File: config.mk
export PLATFORM = sky130hd
export DESIGN_NAME = sadec_front
export DESIGN_NICKNAME = d
export VERILOG_FILES = /design/src/rtl/sample_aes_decryptor_unit_defines.svh /design/src/rtl/sadec_pkg.sv /design/src/rtl/sadec_front.sv
export SDC_FILE = /design/constraint.sdc
export NUM_CORES = 1
export LEC_CHECK = 0
export BUFFER_PORTS_ARGS = -buffer_cell sky130_fd_sc_hd__buf_2
export CAP_MARGIN = 20
export CORE_MARGIN = 10
export CORE_UTILIZATION = 60
export CTS_CLUSTER_SIZE = 28
export DETAILED_ROUTE_END_ITERATION = 8
export HOLD_SLACK_MARGIN = 0.02
export PLACE_DENSITY = 0.85
export RECOVER_POWER = 100
export SLEW_MARGIN = 10
export SYNTH_ARGS = -nofsm -noshare
export SYNTH_HDL_FRONTEND = slang
export SYNTH_SLANG_ARGS = --single-unit
File: constraint.sdc
create_clock -name clk -period 10.4 [get_ports clk]
set_clock_uncertainty 0.1 [all_clocks]
set_input_delay 0.52 -clock clk [delete_from_list [all_inputs] [get_ports clk]]
set_output_delay 0.52 -clock clk [all_outputs]
set_load 0.05 [all_outputs]
File: src/rtl/sample_aes_decryptor_unit_defines.svh
// ----------------------------------------------------------------------------
// Assertion macros for the sample AES decryptor
// Shared concurrent assertion forms; every use expects clk and rst in scope.
// ----------------------------------------------------------------------------
`ifndef SAMPLE_AES_DECRYPTOR_UNIT_DEFINES_SVH
`define SAMPLE_AES_DECRYPTOR_UNIT_DEFINES_SVH

// same-cycle implication
`define SADEC_ASSERT_NOW(lbl, ante, cons, msg) \
  lbl: assert property (@(posedge clk) disable iff (rst) (ante) |-> (cons)) \
    else $error(msg);

// next-cycle implication
`define SADEC_ASSERT_NEXT(lbl, ante, cons, msg) \
  lbl: assert property (@(posedge clk) disable iff (rst) (ante) |=> (cons)) \
    else $error(msg);

`endif

File: src/rtl/sadec_pkg.sv
// ----------------------------------------------------------------------------
// sadec_pkg
// Types, constants and AES helper functions for the sample AES decryptor.
// ----------------------------------------------------------------------------
package sadec_pkg;

  localparam int VIDEO_LEAD_DEF  = 32;
  localparam int AUDIO_LEAD_DEF  = 16;
  localparam int CLEAR_RUN_DEF   = 144;
  localparam int QUEUE_DEPTH_DEF = 2;
  localparam int ROUNDS          = 10;
  localparam int LEAD_W          = 9;

  localparam logic [2:0] REG_KEY_VALID = 3'd0;
  localparam logic [2:0] REG_KEY_HIGH  = 3'd1;
  localparam logic [2:0] REG_KEY_LOW   = 3'd2;
  localparam logic [2:0] REG_IV_HIGH   = 3'd3;
  localparam logic [2:0] REG_IV_LOW    = 3'd4;

  localparam logic [7:0] ESC_BYTE  = 8'h03;
  localparam logic [7:0] ZERO_BYTE = 8'h00;

  typedef logic [0:15][7:0] blk_t;

  typedef struct packed {
    logic [7:0]  data_byte;
    logic        first_byte;
    logic        last_byte;
    logic        frame_kind;
    logic [3:0]  header_size;
    logic [15:0] frame_length;
  } in_t;

  typedef struct packed {
    logic [7:0] out_byte;
    logic       out_valid;
    logic       out_last;
    logic       was_decrypted;
  } out_t;

  typedef struct packed {
    blk_t       data;
    logic [4:0] cnt;
    logic       dec;
    logic       hx;
    logic [7:0] xb;
    logic       last;
    logic       restart;
  } q_t;

  localparam logic [2047:0] SBOX_BITS = 2048'h637c777bf26b6fc53001672bfed7ab76_ca82c97dfa5947f0add4a2af9ca472c0_b7fd9326363ff7cc34a5e5f171d83115_04c723c31896059a071280e2eb27b275_09832c1a1b6e5aa0523bd6b329e32f84_53d100ed20fcb15b6acbbe394a4c58cf_d0efaafb434d338545f9027f503c9fa8_51a3408f929d38f5bcb6da2110fff3d2_cd0c13ec5f974417c4a77e3d645d1973_60814fdc222a908846eeb814de5e0bdb_e0323a0a4906245cc2d3ac629195e479_e7c8376d8dd54ea96c56f4ea657aae08_ba78252e1ca6b4c6e8dd741f4bbd8b8a_703eb5664803f60e613557b986c11d9e_e1f8981169d98e949b1e87e9ce5528df_8ca1890dbfe6426841992d0fb054bb16;

  function automatic logic [2047:0] build_inv();
    logic [2047:0] t;
    logic [7:0]    s;
    t = '0;
    for (int i = 0; i < 256; i++) begin
      s = SBOX_BITS[2047-8*i -: 8];
      t[2047-8*int'(s) -: 8] = 8'(i);
    end
    return t;
  endfunction

  localparam logic [2047:0] INV_BITS = build_inv();

  function automatic logic [7:0] sbox(input logic [7:0] x);
    return SBOX_BITS[11'(2047 - 8*int'(x)) -: 8];
  endfunction

  function automatic logic [7:0] isbox(input logic [7:0] x);
    return INV_BITS[11'(2047 - 8*int'(x)) -: 8];
  endfunction

  function automatic logic [7:0] xtime(input logic [7:0] a);
    return {a[6:0], 1'b0} ^ (a[7] ? 8'h1b : 8'h00);
  endfunction

  function automatic blk_t inv_shift_sub(input blk_t s);
    blk_t t;
    for (int c = 0; c < 4; c++) begin
      for (int r = 0; r < 4; r++) begin
        t[r+4*c] = isbox(s[r+4*((c-r+4)%4)]);
      end
    end
    return t;
  endfunction

  function automatic blk_t inv_mix(input blk_t s);
    blk_t t;
    logic [3:0][7:0] a, x2, x4, x8, m9, m11, m13, m14;
    for (int c = 0; c < 4; c++) begin
      for (int j = 0; j < 4; j++) begin
        a[j]   = s[4*c+j];
        x2[j]  = xtime(a[j]);
        x4[j]  = xtime(x2[j]);
        x8[j]  = xtime(x4[j]);
        m9[j]  = x8[j] ^ a[j];
        m11[j] = x8[j] ^ x2[j] ^ a[j];
        m13[j] = x8[j] ^ x4[j] ^ a[j];
        m14[j] = x8[j] ^ x4[j] ^ x2[j];
      end
      t[4*c]   = m14[0] ^ m11[1] ^ m13[2] ^ m9[3];
      t[4*c+1] = m9[0] ^ m14[1] ^ m11[2] ^ m13[3];
      t[4*c+2] = m13[0] ^ m9[1] ^ m14[2] ^ m11[3];
      t[4*c+3] = m11[0] ^ m13[1] ^ m9[2] ^ m14[3];
    end
    return t;
  endfunction

endpackage

File: src/rtl/sadec_front.sv
// ----------------------------------------------------------------------------
// sadec_front
// Frame parser: escape removal, lead and pattern tracking, block gathering.
// ----------------------------------------------------------------------------
module sadec_front
  import sadec_pkg::*;
#(
  parameter int VIDEO_LEAD = VIDEO_LEAD_DEF,
  parameter int AUDIO_LEAD = AUDIO_LEAD_DEF,
  parameter int CLEAR_RUN  = CLEAR_RUN_DEF
) (
  input  logic clk,
  input  logic rst,
  input  logic acc,
  input  in_t  item,
  input  logic key_valid,
  output logic push,
  output q_t   entry
);

  logic              enc, aud, pend;
  logic [LEAD_W-1:0] lead, pos;
  logic [7:0]        pat;
  logic [4:0]        held;
  logic [1:0]        zr;
  blk_t              blk;

  logic              enc_next, aud_next, rst_w, keep;
  logic [LEAD_W-1:0] lead_next, pos_next;
  logic [7:0]        pat_next;
  logic [8:0]        pat_inc;
  logic [4:0]        held_next;
  logic [1:0]        zr_next;
  blk_t              blk_next;
  logic [7:0]        b;

  assign b = item.data_byte;

  always_comb begin
    enc_next  = enc;
    aud_next  = aud;
    lead_next = lead;
    pos_next  = pos;
    pat_next  = pat;
    held_next = held;
    zr_next   = zr;
    blk_next  = blk;
    rst_w     = pend;
    keep      = 1'b1;
    pat_inc   = '0;
    if (item.first_byte) begin
      aud_next  = item.frame_kind;
      enc_next  = key_valid && (item.frame_kind ||
                  ({1'b0, item.frame_length} > 17'(VIDEO_LEAD + 16)));
      lead_next = item.frame_kind ?
                  LEAD_W'(item.header_size) + LEAD_W'(AUDIO_LEAD) : LEAD_W'(VIDEO_LEAD);
      pos_next  = '0;
      pat_next  = '0;
      held_next = '0;
      zr_next   = '0;
      rst_w     = 1'b1;
    end
    entry         = '0;
    entry.xb      = b;
    entry.last    = item.last_byte;
    entry.restart = rst_w;
    if (!enc_next) begin
      entry.hx = 1'b1;
    end else begin
      if (!aud_next) begin
        if (zr_next == 2'd2 && b == ESC_BYTE) begin
          keep    = 1'b0;
          zr_next = '0;
        end else if (b == ZERO_BYTE) begin
          if (zr_next != 2'd2) zr_next = zr_next + 2'd1;
        end else begin
          zr_next = '0;
        end
      end
      if (keep) begin
        if (pos_next < lead_next) begin
          entry.hx = 1'b1;
          pos_next = pos_next + LEAD_W'(1);
        end else if (aud_next) begin
          blk_next[held_next[3:0]] = b;
          held_next = held_next + 5'd1;
          if (held_next == 5'd16) begin
            entry.data = blk_next;
            entry.cnt  = 5'd16;
            entry.dec  = 1'b1;
            held_next  = '0;
          end
        end else if (pat_next == 8'd0) begin
          if (held_next != 5'd16) begin
            blk_next[held_next[3:0]] = b;
            held_next = held_next + 5'd1;
          end else begin
            entry.data = blk_next;
            entry.cnt  = 5'd16;
            entry.dec  = 1'b1;
            entry.hx   = 1'b1;
            held_next  = '0;
            pat_next   = (CLEAR_RUN <= 1) ? 8'd0 : 8'd1;
          end
        end else begin
          entry.hx = 1'b1;
          pat_inc  = {1'b0, pat_next} + 9'd1;
          pat_next = (pat_inc >= 9'(CLEAR_RUN)) ? 8'd0 : pat_inc[7:0];
        end
      end
    end
    if (item.last_byte) begin
      if (enc_next && !entry.dec) begin
        entry.cnt  = held_next;
        entry.data = blk_next;
      end
      held_next = '0;
      enc_next  = 1'b0;
    end
    push = acc && (entry.hx || entry.dec || item.last_byte);
  end

  always_ff @(posedge clk) begin
    if (rst) begin
      enc  <= 1'b0;
      aud  <= 1'b0;
      pend <= 1'b0;
      lead <= LEAD_W'(VIDEO_LEAD);
      pos  <= '0;
      pat  <= '0;
      held <= '0;
      zr   <= '0;
    end else if (acc) begin
      enc  <= enc_next;
      aud  <= aud_next;
      pend <= push ? 1'b0 : rst_w;
      lead <= lead_next;
      pos  <= pos_next;
      pat  <= pat_next;
      held <= held_next;
      zr   <= zr_next;
    end
  end

  always_ff @(posedge clk) begin
    if (acc) blk <= blk_next;
  end

endmodule

==> results of run 1 <==
==> area by class of cell <==
class	instances	area share (%)
clock buffers	17	3.835
repair buffers	185	6.948
well taps	216	2.436
clock inverters	15	1.410
inverters	13	0.4399
flip-flops and latches	164	41.15
multi-input cells	618	43.79
==> worst max path at each step <==
stage	start	slack, ns	to	cells after the start
6_report	item[22]	2.64	entry[22]	14
5_1_grt	item[22]	2.21	entry[49]	14
4_1_cts	item[22]	4.54	entry[33]	12
3_5_place_dp	item[22]	4.55	entry[33]	12
3_3_place_gp	item[22]	4.68	entry[33]	12
2_1_floorplan	item[22]	5.28	push	14
==> layout by cell type (no fill, tap or decap), types with 13 or more instances in the layout <==
cell	netlist	final
nor2_1	33	34
clkbuf_16	0	17
a21oi_1	20	20
and3_1	26	26
nor3_1	14	15
nand3_1	17	21
mux2_2	128	127
inv_1	12	13
dfxtp_1	36	36
buf_2	15	42
a32o_1	25	25
clkbuf_1	46	142
nand2_1	64	64
o21ai_0	13	16
ha_1	18	18
nor2b_1	20	20
a22o_1	107	107
edfxtp_1	128	128
a21o_1	13	13
==> where the power goes <==
| part | leakage (nW) | switching, mW | internal [mW] | total (mW) |
|---|---|---|---|---|
| combinational | 2.24 | 0.145 | 0.0521 | 0.197 |
| clock | 0.283 | 0.291 | 0.340 | 0.630 |
| sequential | 1.54 | 0.0176 | 0.744 | 0.761 |
==> cells by family (layout without fill, tap and decap cells) <==
kind of cell,Yosys count,count (layout),share of synthesized area (%)
multiplexers,131,131,14.85
XOR/XNOR,11,11,0.9723
flip-flops,164,164,46.07
AO/OA/AOI/OAI,232,232,19.09
adder cells (fa/ha/maj),18,18,2.273
AND/OR/NAND/NOR,226,226,12.31
buffers and inverters,92,230,4.432
==> metrics by stage <==
| stage | cell area (sq um) | power (mW) |
|---|---|---|
| 3_5_place_dp | 10730 | 0.9713 |
| 3_3_place_gp | 10730 | 0.9661 |
| 4_1_cts | 11310 | 1.593 |
| 6_report | 11090 | 1.589 |
| 5_1_grt | 11090 | 1.635 |
| 2_1_floorplan | 9908 | 0.9109 |
==> layer usage <==
layer	up-vias	track usage [%]	wire length (um)
met5	-	0	0
met4	0	9.019	812
met2	476	39.28	13180
met3	66	7.100	3113
li1	3656	-	-
met1	3959	31.54	10850
==> registers in the layout (all words and copies together), names as in the netlist <==
name / count
held: 5
zr: 2
pat: 8
lead: 9
pend: 1
pos: 9
enc: 1
aud: 1
blk: 128
==> worst max-delay path: stages <==
cell and delay [ns]:
buf_2 0.07, clkbuf_1 1.39, inv_1 0.77, a21boi_0 0.42, ha_1 0.23, and4b_1 0.20
nor4_1 0.25, nor3_1 0.10, clkbuf_1 0.27, nand2b_1 0.36, nor3_1 1.15, o21ai_0 0.68
a22o_1 0.37, clkbuf_1 0.30
==> results.md, run 1 <==
- Status: complete, but fails checks
- Failing checks: max-capacitance violations, max-slew violations
- Slew Limit Fails: just under 500
- Global-route wire length before repair: 43990 um
- Ys Warns: 0
- Placer Congestion: approximately 0.94
- Leakage: a little over 4 nW
- Clock Path Buffers: 2
- CTS tree: built
- Initial antenna violation count: 0
- DR vias/cell: 6.643
- Avg Cell Area, Syn: about 11 sq um
- RSZ-0062 raised after global routing: false
- CORE AREA: ~16000 sq um
- Clock sink total: roughly 160
- Min-delay src: item[16]
- Hold slack: between 0.2 and 0.3 ns
- PwrDens: 143.2 nW/um^2
- Post-synth top area cell: edfxtp_1
- Max Fclk: about 130 MHz
- Primary FF master, synth: edfxtp_1
- Resized cells post-CTS: 0
- Post-synth top area share: 38.79%
- Asr flop ratio synth: 0%
- Sequential cell area: between 4000 and 5000 sq um
- PnR worst setup slack: approximately 2.6 ns
- Clock Latency Late Sink: 0.44 ns
- Clock buffer count from CTS: 17
- Crit. End Element: output port
- TNS Setup: 0 ns
- Hold Path Class: in2reg
- Chip Height: 148.5 um
- Sequential cell area fraction in the yosys report: between 40% and 50%
- Synth area leaders: edfxtp_1 39%, mux2_2 15%, a22o_1 9.5%
- Initial Util: approximately three fifths
- Layout area overhead: 11.96%
- # fillers: 1254
- # diodes: 0
- Final period utilization: 74.62%
- Fin cells: 1228
- DRT iter0 DRCs: between 700 and 800
- Die area: ~22000 sq um
- Postcts setup bufs: 0
- Reg-to-Reg Start: pos[1]
- H-tree levels: 4
- Maximum VDD drop: between 0.1 and 0.15 mV
- Footprint of the multi-input gates: roughly 4900 sq um
- Largest net degree at the start of global routing: 83
- GRT Residual Overflow: 0
- DRC Markers: 0
- IO buf count: 180
- Share of cells above drive strength 1: between 20% and 30%
- Hold_buf cts: 0
- WS Path Type: in2out
- Synth cell count leaders: 128 x edfxtp_1, 128 x mux2_2, 107 x a22o_1, 64 x nand2_1, 46 x clkbuf_1
- Pre-antenna DRT Iters: 5
- Place WS: approximately 4.5 ns
- DP Cell Count: between 1000 and 1500
- Vias in the first global route: 7945
- Reg2Reg Setup Slack: 6.36 ns
- Final hold violation count: 0
- Crit start category: primary input
- Post-synth design cell area: 9908 sq um
- Worst EP required: slightly below 10 ns
- Tmin final: 7.761 ns
- Average wire per standard cell: roughly 23 um
- Fin util: 69.08%
- Worst hold endpoint: lead[0]
- Peak fanout along the critical path: 48
- Clock-pin slew on the worst setup and hold paths: about 0.06 ns
- Hold depth: 3
- Syn nets: 927
- All-Layer GR Usage: about a quarter
- Syn Inst Count: roughly 900
- Die X: ~150 um
- Final HPWL DP: between 15000 and 20000 um
- Post-synth EDFFs: around 130
- Final #Nets: 1052
- IO Pins: 181
- Routed WL: roughly 28000 um
- Yosys cell types: 71
- Antenna Nets Post-Route: 0
- R2R Path End: blk[6]
- # Max-Cap Violations: 11
- Worst R2R Path Depth: 9
- CP arrival: 7.14 ns
- Relative slew slack: -191.7%
- Final setup fails: 0
- Slew @ Worst Pin: roughly 4.4 ns
- FP Rows: 46
- Root Buffer: clkbuf_16
- #FFs+latches synth: ~160
- Via Count: around 8200
Note: power is estimated with default switching activity, not from simulation.
==> run 2, diff against run 1 <==
Settings changed: ABC_AREA set to 1, CORE_UTILIZATION 60 to 59, PLACE_DENSITY 0.85 to 0.82.
Clock period 10.4 ns to 7.2 ns, I/O delays scaled along.
==> run 2 against run 1 <==
The flow still finishes with violations (max-capacitance violations, max-slew violations). Register-to-register slack worse by 3.6 ns. Sequential cell count unchanged. Clock power is 54% higher. Area after synthesis up 27%. Design area is 25% higher. Sequential power grew 48%.
==> results.md, run 2 <==
- Final hold violation count: 0
- Grt met2 use: ~43%
- PwrDens: 184.5 nW/um^2
- DRT iter0 DRCs: around 1400
- Hold_buf cts: 0
- Largest register FFs: about 130
- Initial antenna violation count: 0
- Met3 track demand over resource: under 10%
- Placer Congestion: 0.9026
- Sequential cell area fraction in the yosys report: ~36%
- Syn nets: approximately 2100
- Peak fanout along the critical path: roughly 80
- Root Buffer: clkbuf_16
- Crit-path max cell delay: 1.38 ns
- All-Layer GR Usage: about a quarter
- Maximum VDD drop: 0.1775 mV
- Relative slew slack: -137.7%
- Syn Inst Count: 2021
- Fin area: roughly 14000 sq um
- Leakage: between 6 and 7 nW
- Synth cell count leaders: 840 x nand2_1, 304 x o21ai_0, 247 x inv_1, 145 x o21ai_1, 128 x edfxtp_1
- Sequential cell area: between 4000 and 5000 sq um
- Clock-pin slew on the worst setup and hold paths: 0.07 ns
- Ys Warns: 0
- FP Rows: 53
- Worst EP required: between 6 and 7 ns
- Largest regs: blk: 128 flops, lead: 9 flops, pos: 9 flops
- Average wire per standard cell: 16.09 um
- Most common cell after layout, fill and taps aside: nand2_1
- CTS tree: built
- Min-delay src: item[20]
- IO buf count: 180
- Post-synth top area share: 30.62%
- Initial Util: 59.91%
- Critical path origin: item[22]
- Die area: ~28000 sq um
- Count leader, synth: nand2_1
- Synth area leaders: edfxtp_1 31%, nand2_1 25%, o21ai_0 12%
- GRT Residual Overflow: 0
- Die X: 165.9 um
- Post-synth top area cell: edfxtp_1
- Share of cells above drive strength 1: under 10%
- Status: complete, but fails checks
- RSZ-0062 raised after global routing: false
- Global-route wire length before repair: 61580 um
- Clock buffer count from CTS: 17
- Layout area overhead: 10.29%
- Primary FF master, synth: edfxtp_1
- Hold Path Class: in2reg
- Largest reg by FF count: blk
- Failing checks: max-capacitance violations, max-slew violations
- DR vias/cell: roughly 5.6
- Slew Limit Fails: around 170
- DRC Markers: 0
- Via Count: around 13000
- Routed WL: 38430 um
- Vias in the first global route: between 10000 and 15000
- Critical path's slowest cell: a21oi_1
- IO Pins: ~180
- H-tree levels: 4
- CORE AREA: ~21000 sq um
- Largest net degree at the start of global routing: between 100 and 150
- Pre-antenna DRT Iters: 6
- Reg-to-Reg Start: aud
- Crit start category: primary input
- Final HPWL DP: 24450 um
- DP Area: roughly 13000 sq um
- Crit. End Element: output port
- Critical-path cell list: buf_2 -> inv_2 -> a21oi_1 -> buf_4 -> inv_2 -> nand2_1 -> nor3_1 -> inv_2 -> nand2_1 -> a21oi_4 -> buf_4 -> nand2_1 -> nand2_1 -> clkbuf_1
- #FFs+latches synth: 164
- WS Path Type: in2out
- CP arrival: about 5.4 ns
- Asr flop ratio synth: 0%
- Post-synth design cell area: 12550 sq um
- Post-synth EDFFs: roughly 130
- Clock Path Buffers: 2
- Final setup fails: 0
- Most frequent cells in the layout: 840 x nand2_1, 390 x o21ai_0, 248 x inv_1
- Antenna Nets Post-Route: 0
- Max Fclk: 172.1 MHz
- Global-route met1 utilization: approximately 34%
- Yosys cell types: 33
- Clock Latency Late Sink: between 0.4 and 0.5 ns
- Final #Nets: ~2200
- Final period utilization: ~81%
- # Max-Cap Violations: 4
- TNS Setup: 0 ns
- Tmin final: approximately 5.8 ns
- Footprint of the multi-input gates: 6441 sq um
- Slew @ Worst Pin: roughly 3.6 ns
- Chip Height: 165.9 um
- # fillers: ~1900
- Postcts setup bufs: 0
- # diodes: 0
- Resized cells post-CTS: 0
- Busiest grt layer: met2
- Most used cell, CP: nand2_1
- Avg Cell Area, Syn: 6.212 sq um
- Clock sink total: about 160
run 2: path summary, 6_finish.rpt:
check | end | slack [ns] | depth (start not counted)
min reg2reg | lead[5] | 0.35 | 2
min | lead[5] | 0.16 | 4
max reg2reg | blk[50] | 2.81 | 9
max | entry[59] | 1.39 | 14
run 2: cell families (layout without fill, tap and decap cells):
logic type               after synthesis  in the layout  synth area share [%]
AO/OA/AOI/OAI                        499            499                 20.11
XOR/XNOR                               1              1               0.06978
adder cells (fa/ha/maj)               18             18                 1.794
buffers and inverters                387            480                 12.40
flip-flops                           164            164                 36.36
AND/OR/NAND/NOR                      952            952                 29.27
run 2: area by class of cell:
type,instances,share of cell area (%)
Multi-Input combinational cell,1470,46.52
Sequential cell,164,32.97
Timing Repair Buffer,190,6.678
Clock inverter,15,1.283
Clock buffer,17,3.072
Inverter,258,6.994
Tap cell,275,2.485
run 2: critical path: cells and delay by family:
| kind | cells | cell delay (ns) |
|---|---|---|
| compound gates | 2 | 1.53 |
| simple gates | 5 | 0.52 |
| buf+inv | 7 | 2.81 |
run 2: metrics by stage:
stage / instances / hold WS [ns] / utilization, % / total power [mW] / setup WS (ns)
2_1_floorplan: 2021 / 0.3210 / - / 1.483 / 3.385
6_report: 2389 / 0.1572 / 66.07 / 2.555 / 1.390
4_1_cts: 2388 / 0.1470 / 66.53 / 2.560 / 2.352
3_3_place_gp: 2356 / 0.3327 / 63.65 / 1.592 / 2.454
5_1_grt: 2389 / 0.1798 / 66.07 / 2.655 / 1.014
3_5_place_dp: 2356 / 0.3344 / 63.65 / 1.606 / 2.369
run 2: metal layers:
layer,vias up,share of wire [%]
li1,6595,-
met1,5990,41
met2,662,46
met3,79,9.7
met4,0,2.9
met5,-,0
run 2: power breakdown:
| group | total [mW] | switching, mW | internal, mW |
|---|---|---|---|
| combinational | 0.455 | 0.349 | 0.107 |
| clock | 0.969 | 0.421 | 0.549 |
| sequential | 1.13 | 0.0330 | 1.10 |
==> run 3, diff against run 2 <==
Settings changed: CORE_UTILIZATION 59 to 53, PLACE_DENSITY 0.82 to 0.78.
Clock period 7.2 ns to 4.8 ns, I/O delays scaled along.
==> run 3 against run 2 <==
The run still ends with max-capacitance violations, max-slew violations left. Core utilization shrank 6.2 points. Clock power rose by 47%. Wire length rose by 3.5%. Via count grew 0.46%. Combinational power increased by 53%. Critical path depth is the same. Register-to-register slack worse by 1.3 ns. Design area increased by 1.2%.
==> results.md, run 3 (synthesis results as in run 2) <==
- Status: complete, but fails checks
- Failing checks: max-capacitance violations, max-slew violations
- Worst hold endpoint: lead[5]
- Max Fclk: ~230 MHz
- Crit start category: primary input
- Worst R2R Path Depth: 11
- Slew @ Worst Pin: between 2 and 3 ns
- IO buf count: 180
- Tmin final: 4.366 ns
- Reg2Reg Setup Slack: 1.56 ns
- All-Layer GR Usage: around a quarter
- Fin util: 59.90%
- Average wire per standard cell: 16.30 um
- Min-delay src: item[20]
- Clock buffer count from CTS: 17
- H-tree levels: 4
- CORE AREA: about 23000 sq um
- Critical path's slowest cell: nand2_1
- Largest regs: blk: 128 flops, lead: 9 flops, pos: 9 flops
- CP Buf/Inv Count: 5
- Fin cells: 2442
- FP Rows: 56
- Final period utilization: ~90%
- Crit-path max cell delay: ~0.4 ns
- Crit path depth: 14
- # Max-Cap Violations: 2
- Slew Limit Fails: ~150
- Hold Path Class: in2reg
- Hold_buf cts: 0
- Crit. End Element: output port
- Fin area: about 14000 sq um
- Hold slack: roughly 0.043 ns
- DP Area: approximately 14000 sq um
- Resized cells post-CTS: 0
- Largest reg by FF count: blk
- Most used cell, CP: nand2_1
- Final HPWL DP: 26230 um
- R2R Path End: blk[60]
- Critical path origin: item[22]
- GRT Residual Overflow: 0
- Die X: ~170 um
- Share of cells above drive strength 1: between 9 and 10%
- Antenna Nets Post-Route: 0
- DRT iter0 DRCs: approximately 1600
- Top Family by Delay on Critical Path: simple AND/OR/NAND/NOR gates
- Chip Height: around 170 um
- Largest net degree at the start of global routing: approximately 110
- Critical-path cell list: buf_2 -> inv_2 -> nand2_1 -> ha_1 -> nand2_1 -> nor2_1 -> nand2_1 -> nand2_1 -> inv_1 -> nand2_2 -> buf_4 -> o21ai_0 -> o21ai_1 -> clkbuf_2
- Global-route met1 utilization: 33.62%
- DP Cell Count: 2409
- TNS Setup: 0 ns
- Postcts setup bufs: 0
- Clock sink total: 164
- Busiest grt layer: met2
- Relative slew slack: -85.64%
- Worst EP required: 4.46 ns
- Via Count: ~13000
- Most common cell after layout, fill and taps aside: nand2_1
- Clock-pin slew on the worst setup and hold paths: 0.07 ns
- Reg-to-Reg Start: held[1]
- Final setup fails: 0
- Layout area overhead: 11.66%
- Pre-antenna DRT Iters: 7
- PwrDens: 271.4 nW/um^2
- Final hold violation count: 0
- DRC Markers: 0
- Global-route wire length before repair: 64200 um
- Root Buffer: clkbuf_16
- DR vias/cell: 5.482
- Met3 track demand over resource: around 4.7%
- Maximum VDD drop: between 0.15 and 0.2 mV
- Leakage: 6.803 nW
- Clock Path Buffers: 2
- Placer Congestion: a little over 0.9
- Initial Util: between 50 and 60%
- Most frequent cells in the layout: 840 x nand2_1, 387 x o21ai_0, 249 x inv_1
- RSZ-0062 raised after global routing: false
- Grt met2 use: a little over two fifths
- WS Path Type: in2out
- Routed WL: just under 40000 um
- Largest register FFs: 128
- Peak fanout along the critical path: 25
- Clock Latency Late Sink: between 0.4 and 0.5 ns
- CTS tree: built
- Vias in the first global route: ~12000
- Initial antenna violation count: 1
- Die area: ~30000 sq um
- Hold depth: 4
- CP arrival: 4.03 ns
- IO Pins: approximately 180
- Final #Nets: 2162
run 3: cell count changes in the layout (fill, tap and decap cells not counted), moves of 5 or more:
cell      delta
buf_4        +5
clkbuf_2    +58
clkbuf_1    -17
buf_2       -40
run 3: stage by stage:
step / setup WS, ns / total power [mW]
after floorplan: 1.225 / 2.224
after global routing: 0.1570 / 3.954
after detailed placement: 0.7423 / 2.423
final: 0.4335 / 3.805
after global placement: 0.7516 / 2.400
after CTS: 0.7199 / 3.821
run 3: per-layer routing:
layer	routed length (um)	share of wire [%]
met1	16760	42
met2	18380	46
met3	3696	9.3
met4	959	2.4
met5	0	0
run 3: final cells by class:
class                      count  area (sq um)
antenna                        1         2.502
clock buffer                  18         429.2
clock inverter                14         153.9
fill                        2251          9384
inverter                     258         968.4
multi-input combinational   1470          6456
sequential                   164          4564
tap                          319         399.1
timing repair buffer         198          1045
run 3: how the worst max path moves through the flow:
stage,end,slack [ns]
6_report,entry[126],0.43
4_1_cts,entry[35],0.72
5_1_grt,entry[88],0.16
3_3_place_gp,entry[35],0.75
3_5_place_dp,entry[35],0.74
2_1_floorplan,entry[16],1.22
run 3: where the power goes:
group          switching (mW)  internal (mW)  total (mW)
registers              0.0500           1.64        1.69
clock network           0.642          0.774        1.42
logic                   0.531          0.164       0.695
run 3: worst reg2reg max path: stages (launching register included):
cell and delay (ns):
dfxtp_1 0.39, nand2_1 0.13, ha_1 0.30, nand2_1 0.47, nor2_1 0.12, nand2_1 0.09
nand2_1 0.21, inv_1 0.19, nand2_2 0.27, buf_4 0.31, o21ai_0 0.35, inv_1 0.07
